`src/rtl/core/assert_macros.svh`:
```
// Assertion macros shared by the RTL. Define NO_ASSERTIONS to drop them all.
`ifndef ASSERT_MACROS_SVH
`define ASSERT_MACROS_SVH

`ifndef NO_ASSERTIONS

// Clocked assertion that is switched off while reset is high.
`define RSDQ_ASSERT(lbl, clk, rst, prop, msg) \
   lbl: assert property (@(posedge clk) disable iff (rst) prop) else $error(msg);

// Clocked assertion that also holds during reset.
`define RSDQ_ASSERT_ALWAYS(lbl, clk, prop, msg) \
   lbl: assert property (@(posedge clk) prop) else $error(msg);

`else

`define RSDQ_ASSERT(lbl, clk, rst, prop, msg)
`define RSDQ_ASSERT_ALWAYS(lbl, clk, prop, msg)

`endif

`endif

```
`src/rtl/core/rsdq_pkg.sv`:
```
package rsdq_pkg;

   // Descriptor length in elements.
   localparam int DESC_LEN = 128;

   localparam int ELEM_W = 16;
   localparam int BYTE_W = 8;
   localparam int LANES  = 4;

   localparam int AW     = $clog2(DESC_LEN);
   localparam int CNT_W  = AW + 1;
   localparam int SUM_W  = ELEM_W + AW;

   localparam int NWORDS = (DESC_LEN + LANES - 1) / LANES;
   localparam int WIDX_W = (NWORDS > 1) ? $clog2(NWORDS) : 1;
   localparam int IDX_W  = WIDX_W + 2;

   // The ratio element * 2^18 / sum never exceeds 2^18.
   localparam int RAT_W  = 19;
   localparam int SUB_W  = (SUM_W + 1 > RAT_W) ? SUM_W + 1 : RAT_W;

   localparam int DIV_STEPS  = RAT_W;
   localparam int SQRT_STEPS = (RAT_W + 1) / 2;
   localparam int STEP_W     = $clog2(DIV_STEPS);

   // Clamp a root to one byte.
   function automatic logic [BYTE_W-1:0] sat_byte(input logic [RAT_W-1:0] root);
      logic [BYTE_W-1:0] res;
      res = (|root[RAT_W-1:BYTE_W]) ? {BYTE_W{1'b1}} : root[BYTE_W-1:0];
      return res;
   endfunction

endpackage

```
`src/rtl/core/rsdq_ram.sv`:
```
module rsdq_ram #(
   parameter int WIDTH = 16,
   parameter int DEPTH = 128
) (
   input  logic                     clock,
   input  logic                     wr_en,
   input  logic [$clog2(DEPTH)-1:0] wr_addr,
   input  logic [WIDTH-1:0]         wr_data,
   input  logic                     rd_en,
   input  logic [$clog2(DEPTH)-1:0] rd_addr,
   output logic [WIDTH-1:0]         rd_data
);

   logic [WIDTH-1:0] mem_ff [DEPTH];
   logic [WIDTH-1:0] rd_data_ff;

   always_ff @(posedge clock) begin
      if (wr_en) begin
         mem_ff[wr_addr] <= wr_data;
      end
      if (rd_en) begin
         rd_data_ff <= mem_ff[rd_addr];
      end
   end

   assign rd_data = rd_data_ff;

endmodule

```
`src/rtl/core/rootsift_descriptor_quantizer_top.sv`:
```
// Sequencing: the last element of a descriptor starts quantization; each element then passes
// through a RAM read (issue, fetch), the divide and the square root; a word is ready once
// its four lanes are done. Throughput: elements other than the last are taken one per cycle;
// the last one closes the input until the last result word of the descriptor has been taken.
// Reset (synchronous, active high) clears the sum, the count and the sequencer; the element
// store is not cleared, since every entry is written before it is read.
`include "assert_macros.svh"

module rootsift_descriptor_quantizer_top
   import rsdq_pkg::*;
(
   input  logic                     clock,
   input  logic                     reset,
   // Input word: one descriptor element.
   input  logic                     req_tvalid,
   output logic                     req_tready,
   input  logic [ELEM_W-1:0]        req_tdata,   // [15:0] element_value
   // Result word: four quantized bytes.
   output logic                     rsp_tvalid,
   input  logic                     rsp_tready,
   output logic [LANES*BYTE_W-1:0]  rsp_tdata,   // [7:0] byte_zero, [15:8] byte_one,
                                                 // [23:16] byte_two, [31:24] byte_three
   output logic                     rsp_tlast    // last_word
);

   // The sequencer walks every element through one shared subtractor: first a
   // restoring divide of element * 2^18 by the sum, then a bitwise integer square
   // root of the quotient. The same remainder and quotient registers serve both.
   typedef enum logic [5:0] {
      ST_LOAD  = 6'b000001,
      ST_ISSUE = 6'b000010,
      ST_FETCH = 6'b000100,
      ST_DIV   = 6'b001000,
      ST_SQRT  = 6'b010000,
      ST_SEND  = 6'b100000
   } state_type;

   state_type                   state_ff, state_in;
   logic [CNT_W-1:0]            cnt_ff, cnt_in;
   logic [SUM_W-1:0]            sum_ff, sum_in;
   logic [IDX_W-1:0]            idx_ff, idx_in;
   logic [STEP_W-1:0]           step_ff, step_in;
   logic [SUB_W-1:0]            rem_ff, rem_in;
   logic [RAT_W-1:0]            quo_ff, quo_in;
   logic [LANES-1:0][BYTE_W-1:0] word_ff, word_in;

   logic                        req_fire;
   logic                        ram_rd_en;
   logic [ELEM_W-1:0]           ram_rd_data;

   // Shared unit.
   logic [SUB_W-1:0]            opa, opb;
   logic [SUB_W:0]              diff;
   logic                        ge;
   logic [STEP_W-1:0]           sqrt_sh;
   logic [RAT_W-1:0]            sqrt_bit;
   logic [RAT_W-1:0]            root_next;
   logic                        byte_done;
   logic [BYTE_W-1:0]           byte_val;
   logic                        idx_valid;
   logic                        word_last;

   assign req_tready = (state_ff == ST_LOAD);
   assign req_fire   = req_tvalid & req_tready;
   assign rsp_tvalid = (state_ff == ST_SEND);
   assign rsp_tdata  = word_ff;
   assign word_last  = (idx_ff[IDX_W-1:2] == WIDX_W'(NWORDS - 1));
   assign rsp_tlast  = word_last;
   assign idx_valid  = ({1'b0, idx_ff} < (IDX_W + 1)'(DESC_LEN));

   rsdq_ram #(
      .WIDTH (ELEM_W),
      .DEPTH (DESC_LEN)
   ) u_store (
      .clock   (clock),
      .wr_en   (req_fire),
      .wr_addr (cnt_ff[AW-1:0]),
      .wr_data (req_tdata),
      .rd_en   (ram_rd_en),
      .rd_addr (idx_ff[AW-1:0]),
      .rd_data (ram_rd_data)
   );

   // The square-root trial bit walks down by powers of four from 2^18.
   assign sqrt_sh  = STEP_W'(RAT_W - 1) - {step_ff[STEP_W-2:0], 1'b0};
   assign sqrt_bit = {{(RAT_W-1){1'b0}}, 1'b1} << sqrt_sh;

   always_comb begin
      if (state_ff == ST_DIV) begin
         // The first step compares the element itself; later steps shift in a zero.
         opa = (step_ff == '0) ? rem_ff : {rem_ff[SUB_W-2:0], 1'b0};
         opb = SUB_W'(sum_ff);
      end else begin
         // In the root, quo_ff holds the partial root; its bits never meet the trial bit.
         opa = rem_ff;
         opb = SUB_W'(quo_ff | sqrt_bit);
      end
      diff = {1'b0, opa} - {1'b0, opb};
      ge   = ~diff[SUB_W];
   end

   assign root_next = ge ? ((quo_ff >> 1) | sqrt_bit) : (quo_ff >> 1);

   always_comb begin
      state_in  = state_ff;
      cnt_in    = cnt_ff;
      sum_in    = sum_ff;
      idx_in    = idx_ff;
      step_in   = step_ff;
      rem_in    = rem_ff;
      quo_in    = quo_ff;
      word_in   = word_ff;
      ram_rd_en = 1'b0;
      byte_done = 1'b0;
      byte_val  = '0;

      unique case (state_ff)
         ST_LOAD: begin
            if (req_fire) begin
               sum_in = sum_ff + SUM_W'(req_tdata);
               if (cnt_ff == CNT_W'(DESC_LEN - 1)) begin
                  cnt_in   = '0;
                  state_in = ST_ISSUE;
               end else begin
                  cnt_in = cnt_ff + 1'b1;
               end
            end
         end
         ST_ISSUE: begin
            if (idx_valid) begin
               ram_rd_en = 1'b1;
               state_in  = ST_FETCH;
            end else begin
               // Lanes past the end of the descriptor carry zero.
               byte_done = 1'b1;
            end
         end
         ST_FETCH: begin
            rem_in   = SUB_W'(ram_rd_data);
            quo_in   = '0;
            step_in  = '0;
            state_in = ST_DIV;
         end
         ST_DIV: begin
            if (step_ff == STEP_W'(DIV_STEPS - 1)) begin
               // The finished quotient becomes the radicand.
               rem_in   = SUB_W'({quo_ff[RAT_W-2:0], ge});
               quo_in   = '0;
               step_in  = '0;
               state_in = ST_SQRT;
            end else begin
               rem_in  = ge ? diff[SUB_W-1:0] : opa;
               quo_in  = {quo_ff[RAT_W-2:0], ge};
               step_in = step_ff + 1'b1;
            end
         end
         ST_SQRT: begin
            rem_in  = ge ? diff[SUB_W-1:0] : rem_ff;
            quo_in  = root_next;
            step_in = step_ff + 1'b1;
            if (step_ff == STEP_W'(SQRT_STEPS - 1)) begin
               byte_done = 1'b1;
               // A zero sum gives zero for every element.
               byte_val  = (sum_ff == '0) ? '0 : sat_byte(root_next);
            end
         end
         ST_SEND: begin
            if (rsp_tready) begin
               if (word_last) begin
                  idx_in   = '0;
                  sum_in   = '0;
                  state_in = ST_LOAD;
               end else begin
                  idx_in   = idx_ff + 1'b1;
                  state_in = ST_ISSUE;
               end
            end
         end
         default: begin
            state_in = ST_LOAD;
         end
      endcase

      if (byte_done) begin
         word_in[idx_ff[1:0]] = byte_val;
         if (idx_ff[1:0] == 2'd3) begin
            state_in = ST_SEND;
         end else begin
            idx_in   = idx_ff + 1'b1;
            state_in = ST_ISSUE;
         end
      end
   end

   always_ff @(posedge clock) begin
      if (reset) begin
         state_ff <= ST_LOAD;
         cnt_ff   <= '0;
         sum_ff   <= '0;
         idx_ff   <= '0;
         step_ff  <= '0;
      end else begin
         state_ff <= state_in;
         cnt_ff   <= cnt_in;
         sum_ff   <= sum_in;
         idx_ff   <= idx_in;
         step_ff  <= step_in;
      end
   end

   always_ff @(posedge clock) begin
      rem_ff  <= rem_in;
      quo_ff  <= quo_in;
      word_ff <= word_in;
   end

   // The input is never open while a result word is on offer.
   `RSDQ_ASSERT(a_no_overlap, clock, reset, !(req_tready && rsp_tvalid), "input open during output")
   // The final element of a descriptor closes the input.
   `RSDQ_ASSERT(a_last_closes, clock, reset, (req_fire && (cnt_ff == CNT_W'(DESC_LEN - 1))) |=> !req_tready, "input stayed open after last element")
   // Once the last word is taken the block is ready for the next descriptor with a clean sum.
   `RSDQ_ASSERT(a_reopen, clock, reset, (rsp_tvalid && rsp_tready && rsp_tlast) |=> (req_tready && (sum_ff == '0) && (cnt_ff == '0)), "not reopened after last word")
   // Reset always leaves the block waiting for input.
   `RSDQ_ASSERT_ALWAYS(a_reset_state, clock, reset |=> (req_tready && !rsp_tvalid), "reset did not return to load")

endmodule
```
`config.mk`:
```
export PLATFORM = sky130hd
export DESIGN_NAME = rootsift_descriptor_quantizer_top
export DESIGN_NICKNAME = d
export VERILOG_FILES = /design/src/rtl/core/rsdq_pkg.sv /design/src/rtl/core/rsdq_ram.sv /design/src/rtl/core/rootsift_descriptor_quantizer_top.sv
export VERILOG_INCLUDE_DIRS = /design/src /design/src/rtl/core
export SDC_FILE = /design/constraint.sdc
export NUM_CORES = 2
export LEC_CHECK = 0
export BUFFER_PORTS_ARGS = -buffer_cell sky130_fd_sc_hd__buf_2
export CORE_MARGIN = 2
export CORE_UTILIZATION = 63
export DETAILED_ROUTE_END_ITERATION = 16
export HOLD_SLACK_MARGIN = 0.05
export PLACE_DENSITY = 0.79
export SLEW_MARGIN = 15
export SYNTH_ARGS = -nofsm -noshare
export SYNTH_HDL_FRONTEND = slang
export SYNTH_SLANG_ARGS = --single-unit
```
`constraint.sdc`:
```
create_clock -name clock -period 6.88 [get_ports clock]
set_clock_uncertainty 0.2 [all_clocks]
set_input_delay 0.688 -clock clock [delete_from_list [all_inputs] [get_ports clock]]
set_output_delay 0.688 -clock clock [all_outputs]
set_load 0.03 [all_outputs]
```
# [Word level (Yosys, flattened, before mapping)]
# Memory sizes are Yosys's and may differ from the RTL's. A register that Yosys moved wholly into a read port is not among the register bits.
# Cells that the tools add are included.
[totals] ff_bits=124 latch_bits=0 ram_bits=2048 romBits=0 inputBits=20 word_cells=97 mem_count=1
[classes] add_sub_neg=6 mul=0 div_mod_pow=0 magnitude_cmp=2 eq_ne=20 shift=1 n_mux=42 n_bitwise=4 reduce_logical=10
[memory_table] memory="u_store.mem_ff" words=128 word_bits=16 rd=1 rd_ports_with_merged_regs=1 write_ports=1 line="rsdq_ram.sv:14" text="logic [WIDTH-1:0] mem_ff [DEPTH];"
[ops] operator="$mux 24" n=5
[ops] operator="$mux 23" n=4
[ops] operator="$pmux 24 s3" n=1
[ops] operator="$pmux 19 s3" n=1
[ops] operator="$mux 8" n=6
[ops] operator="$pmux 23 s2" n=1
[ops] operator="$mux 19" n=2
[ops] operator="$mux 6" n=6
[ops] operator="$pmux 6 s6" n=1
[ops] operator="$mux 7" n=5
[ops] operator="$bwmux 32" n=1
[ops] operator="$sub 24x24->25" n=1
[ops] operator="$add 23x16->23" n=1
[ops] operator="$logic_not 23->1" n=1
[ops] operator="$or 18x19->19" n=1
[ops] operator="$or 19x19->19" n=1
[ops] operator="$shl 1x5->19 const A" n=1
[ops] operator="$demux 8 s2" n=1
[ops] operator="$pmux 5 s3" n=1
[ops] operator="$reduce_or 11->1" n=1
[ops] operator="$eq 5x5->1 const B" n=2
[ops] operator="$ne 3x1->1 const B" n=3
[ops] operator="$add 8x1->8 const B" n=1
[ops] operator="$eq 8x7->1 const B" n=1
[ops] operator="other kinds (28)" n=36

# [Logic depth before layout (Yosys ltp)]
[logic_depth] word_depth=12 depth_mapped=20 depth_no_buf=16

# [By module]
# A second synthesis with hierarchy kept.
[hier_totals] hier_cells=3925 hier_area_um2=86645.6
[modules_own_cells] module="rsdq_ram" instances=1 cells_per_inst=3086 area_each_um2=78683.0 seq_area_each_um2=61979.4
[modules_own_cells] module="rootsift_descriptor_quantizer_top" instances=1 cells_per_inst=839 area_each_um2=7962.6 seq_area_each_um2=3233.1

# [Worst setup path before layout]
# OpenSTA, ideal clock, no wires.
[synth_timing] kind="reg-to-reg" start="reg step_ff[1]" end="reg rem_ff[0] (enable)" setup_ns=0.382 arrival_time_ns=4.608 t_required_ns=6.298 path_slack_ns=1.690 path_stages_with_launch=18 n_path_buf=4 period_less_slack_ns=5.190 cell_sequence="dfxtp_1 > inv_1 > ha_1 > or4b_2 > nand4_2 > buf_2 > buf_2 > nand2_1 > ha_1 > fa_1 > nand2b_1 > a21o_1 > a21oi_1 > o2111ai_1 > or3b_1 > clkbuf_1 > buf_2 > o21a_1"
[synth_via] elab_chain_len=7
[synth_lines] element="from (decl)" line="rootsift_descriptor_quantizer_top.sv:42" text="logic [STEP_W-1:0] step_ff, step_in;"
[synth_lines] element="from (signal assigned)" line="rootsift_descriptor_quantizer_top.sv:207" text="step_ff <= step_in;"
[synth_lines] element="$sub 5x5->5" line="rootsift_descriptor_quantizer_top.sv:85" text="assign sqrt_sh = STEP_W'(RAT_W - 1) - {step_ff[STEP_W-2:0], 1'b0};"
[synth_lines] element="$shl 1x5->19" line="rootsift_descriptor_quantizer_top.sv:86" text="assign sqrt_bit = {{(RAT_W-1){1'b0}}, 1'b1} << sqrt_sh;"
[synth_lines] element="$or 19x19->19" line="rootsift_descriptor_quantizer_top.sv:96" text="opb = SUB_W'(quo_ff | sqrt_bit);"
[synth_lines] element="$mux 23" line="rootsift_descriptor_quantizer_top.sv:89" text="if (state_ff == ST_DIV) begin"
[synth_lines] element="$sub 24x24->25 *" line="rootsift_descriptor_quantizer_top.sv:98" text="diff = {1'b0, opa} - {1'b0, opb};"
[synth_lines] element="$ne 2x2->1 (no source line) *"
[synth_lines] element="$reduce_and 2->1 (no source line) *"
[synth_lines] element="to (signal assigned)" line="rootsift_descriptor_quantizer_top.sv:212" text="rem_ff <= rem_in;"
[synth_lines] element="to (decl)" line="rootsift_descriptor_quantizer_top.sv:43" text="logic [SUB_W-1:0] rem_ff, rem_in;"
# Mark *: on every way between the ends. The rest lies on a longest branch, timed or not.
# A chain may end at the register's enable or synchronous reset.

# [Worst setup path after layout]
[layout_timing] start="reg step_ff[1]" end="reg rem_ff[11] (data pin)"
[layout_via] elab_chain_len=8
[layout_lines] element="$sub 5x5->5" line="rootsift_descriptor_quantizer_top.sv:85"
[layout_lines] element="$shl 1x5->19" line="rootsift_descriptor_quantizer_top.sv:86"
[layout_lines] element="$or 19x19->19" line="rootsift_descriptor_quantizer_top.sv:96"
[layout_lines] element="$mux 23" line="rootsift_descriptor_quantizer_top.sv:89"
[layout_lines] element="$sub 24x24->25" line="rootsift_descriptor_quantizer_top.sv:98"
[layout_lines] element="$mux 24" line="rootsift_descriptor_quantizer_top.sv:152" text="rem_in = ge ? diff[SUB_W-1:0] : opa;"
[layout_lines] element="$mux 24" line="rootsift_descriptor_quantizer_top.sv:145" text="if (step_ff == STEP_W'(DIV_STEPS - 1)) begin"
[layout_lines] element="$pmux 24 s3 *" line="rootsift_descriptor_quantizer_top.sv:117" text="unique case (state_ff)"
[layout_lines] element="named net rem_in[11]" line="rootsift_descriptor_quantizer_top.sv:43"
# Mark *: on every way through the listed nets, which the timed path passes. The rest lies on a longest branch. The select of a mux whose other input is x is not followed.

==> results.txt <==
Final hold violation count - 0
Total of max-cap violations - 0
Relative slew slack - 0.1693
Number of buffers and inverters on the critical path - 3
CP max FO - 20
Crit-path max cell delay - 0.69 ns
Initial Util - 0.6331
Die Y - 375.0 µm
Via density per instance - 7.224
DRT Wirelength - 229,600 µm
Hold Buf Count CTS - 6
Arr. time, crit path - 6.11 ns
First-pass GRT wire length - 330,000 µm
CP Capture Type - register
RSZ-0062 raised after global routing - no
Largest net degree at the start of global routing - 115
Routed length per instance - 37.05 µm
Crit-path leading delay family - simple AND/OR/NAND/NOR gates
Tcrit/Tclk final - 0.8334
H-tree depth - 4
Synth unique cells - 73
Post-CTS setup buffer count - 0
Total gr overflow - 0
Routed vias - 44,780
Fmax - 174.4 MHz
P_leak - 29.93 nW
CTS Buf Count - 206
Worst R2R Setup Slack - 1.15 ns
Worst Hold Launch - req_tdata[4]
Post-synth ARST share - 0
Reg2Reg Capture Point - rem_ff[11]$_DFFE_PP_
Initial antenna violation count - 13
Reg2Reg Depth - 16
Peak supply drop - 0.3218 mV
Setup Total Neg Slack - 0 ns
Avg Cell Area, Syn - 21.84 µm²
TritonCTS clock tree - done
ANT nets after route - 0
Post-route DRC - 0
Worst hold endpoint - u_store.mem_ff[127][4]$_DFFE_PP_
Number of synthesized register bits - 2,188
Post_cts resized - 0
Worst Path Required - 7.26 ns
Synthesized Nets - 4,043
Design Area, Final - 0.09678 mm²
Core area - 0.1370 mm²
Global placer's final weighted congestion - 0.8909
Worst slew pin tran - 1.241 ns
Row count - 136
Post-Syn Area - 0.08673 mm²
Pre-CTS WS - 1.225 ns
Min cycle time layout - 5.734 ns
# IOs - 55
Starting DRT DRC Count - 7,236
Slew Viols, Final - 0
WS Path Type - reg -> reg
Fraction of layout cells with a size suffix above 1 - 0.2843
Post-synthesis sequential area ratio - 0.7519
Post-synth EDFFs - 2,139
Die ar. - 0.1407 mm²
Most common flop cell mapped by yosys - edfxtp_1
Worst-path cell chain - inv_1 -> ha_1 -> or4b_2 -> nand4_2 -> buf_4 -> mux2i_1 -> inv_1 -> ha_1 -> nand2_1 -> o211ai_1 -> a311oi_1 -> o21ai_0 -> or3b_1 -> a21oi_1 -> or3_1 -> o211ai_1
Tot GR Track Use - 0.3344
DIE WIDTH - 375.0 µm
Setup WS post-layout - 1.146 ns
Vias in the first global route - 45,070
Critical R2R Launch - step_ff[1]$_SDFFE_PP0P_
CTS root buffer - clkbuf_16
Worst-path clk slew - 0.06 ns
DPL Wire Length - 123,300 µm
Crit path max-delay cell type - a21oi_1
Clk sinks - 2,188
Net count reported at finish - 4,300
Hold Path Depth - 1
HP Class - in -> reg
Syn Inst Count - 3,971
Hold_ws - 0.1003 ns
IO buf count - 54
Placed Instance Area - 0.09016 mm²
DRT Pass-1 Iters - 8
Setup violations, final - 0
Startpoint types - register
Status - complete, no violations
Synth warn - 0
Util after Layout - 0.7065
Later-pin clock latency in the skew report - 0.86 ns
Synth-to-Final Area Change - 11.59%
Clk buf depth - 3
Power Density - 272.8 mW/mm²
kinds of logic after synthesis:
kind of cell / synth area share
adders and majority gates: 0.007675
and+or+nand+nor: 0.02418
muxes: 0.1806
buffers and inverters: 0.01180
DFF: 0.7519
AOI/OAI and AO/OA: 0.01971
xor gates and xnor gates: 0.004140
metrics by stage:
step	cells	power (mW)
after detailed placement	5808	15.49
after global routing	6195	26.94
after CTS	6195	26.46
after global placement	5808	15.47
final	6199	26.40
after floorplan	3971	15.15
cells in the final DEF (no fill, tap or decap), types with 32 or more instances in the layout:
cell type / count
a21oi_1: 76
buf_2: 38
buf_4: 198
clkbuf_1: 46
clkbuf_16: 206
clkinv_1: 52
clkinv_2: 35
dfxtp_1: 44
edfxtp_1: 2139
ha_1: 50
inv_1: 45
mux4_2: 672
nand2_1: 64
nand3_1: 32
nor2_1: 224
o21ai_0: 54
report_power, final:
part           switching (mW)  leakage, nW  internal (mW)
Clock                    4.99         3.18           6.17
Combinational           0.416         7.07          0.130
Sequential             0.0395         19.7           14.7
per-layer routing:
metal / routed length, µm / track usage / part of all wire / vias up
li1: - / - / - / 17280
met4: 11540 / 0.1495 / 0.050 / 10
met1: 78770 / 0.4480 / 0.34 / 23270
met2: 114400 / 0.5437 / 0.50 / 3585
met5: 59 / 0 / 0.00026 / -
met3: 24850 / 0.06544 / 0.11 / 639
how the worst max path moves through the flow:
| stage | cells after the start | slack (ns) | end | start |
|---|---|---|---|---|
| 6_report | 16 | 1.15 | rem_ff[11]$_DFFE_PP_ | step_ff[1]$_SDFFE_PP0P_ |
| 2_1_floorplan | 17 | 1.69 | rem_ff[0]$_DFFE_PP_ | step_ff[1]$_SDFFE_PP0P_ |
| 4_1_cts | 16 | 1.20 | rem_ff[11]$_DFFE_PP_ | step_ff[1]$_SDFFE_PP0P_ |
| 3_3_place_gp | 16 | 1.24 | rem_ff[11]$_DFFE_PP_ | step_ff[1]$_SDFFE_PP0P_ |
| 3_5_place_dp | 16 | 1.23 | rem_ff[11]$_DFFE_PP_ | step_ff[1]$_SDFFE_PP0P_ |
| 5_1_grt | 16 | 0.82 | rsp_tdata[1]$_DFFE_PP_ | step_ff[1]$_SDFFE_PP0P_ |
cell usage after synthesis (8+ instances only):
master	n	share of area
edfxtp_1	2139	0.74
mux4_2	672	0.17
nor2_1	225	0.0097
clkbuf_1	119	0.0052
a21oi_1	76	0.0044
nand2_1	64	0.0028
o21ai_0	54	0.0031
ha_1	50	0.0072
dfxtp_1	49	0.011
buf_1	47	0.0020
inv_1	45	0.0019
buf_2	43	0.0025
nand3_1	32	0.0018
mux2i_1	28	0.0032
mux2_2	22	0.0029
xor2_1	22	0.0022
a22oi_1	20	0.0017
xnor2_1	19	0.0019
nor3_1	17	0.00098
and3_1	15	0.0011
a31oi_1	14	0.0010
nor2b_1	12	0.00087
or3_1	11	0.00079
nand2b_1	10	0.00072
o21a_1	10	0.00087
a21o_1	9	0.00078
nand3b_1	9	0.00078
nor4_1	8	0.00058
o31ai_1	8	0.00069
final cells by class:
class / instances / area [µm²]
clock inverter: 129 / 1221
clock buffer: 252 / 5328
antenna: 4 / 10.01
sequential: 2188 / 65230
tap: 1794 / 2245
fill: 7398 / 40200
inverter: 45 / 168.9
timing repair buffer: 260 / 2079
multi-input combinational: 1527 / 20500
state kept, by name, indices dropped and copies added, names as in the netlist, named ones only:
| name | flops |
|---|---|
| u_store.mem_ff | 2048 |
| quo_ff | 19 |
| step_ff | 5 |
| rsp_tdata | 32 |
| cnt_ff | 8 |
| idx_ff | 6 |
| state_ff | 6 |
| u_store.rd_data | 16 |
| sum_ff | 23 |
| rem_ff | 24 |
Note: power is estimated with default switching activity, not from simulation.
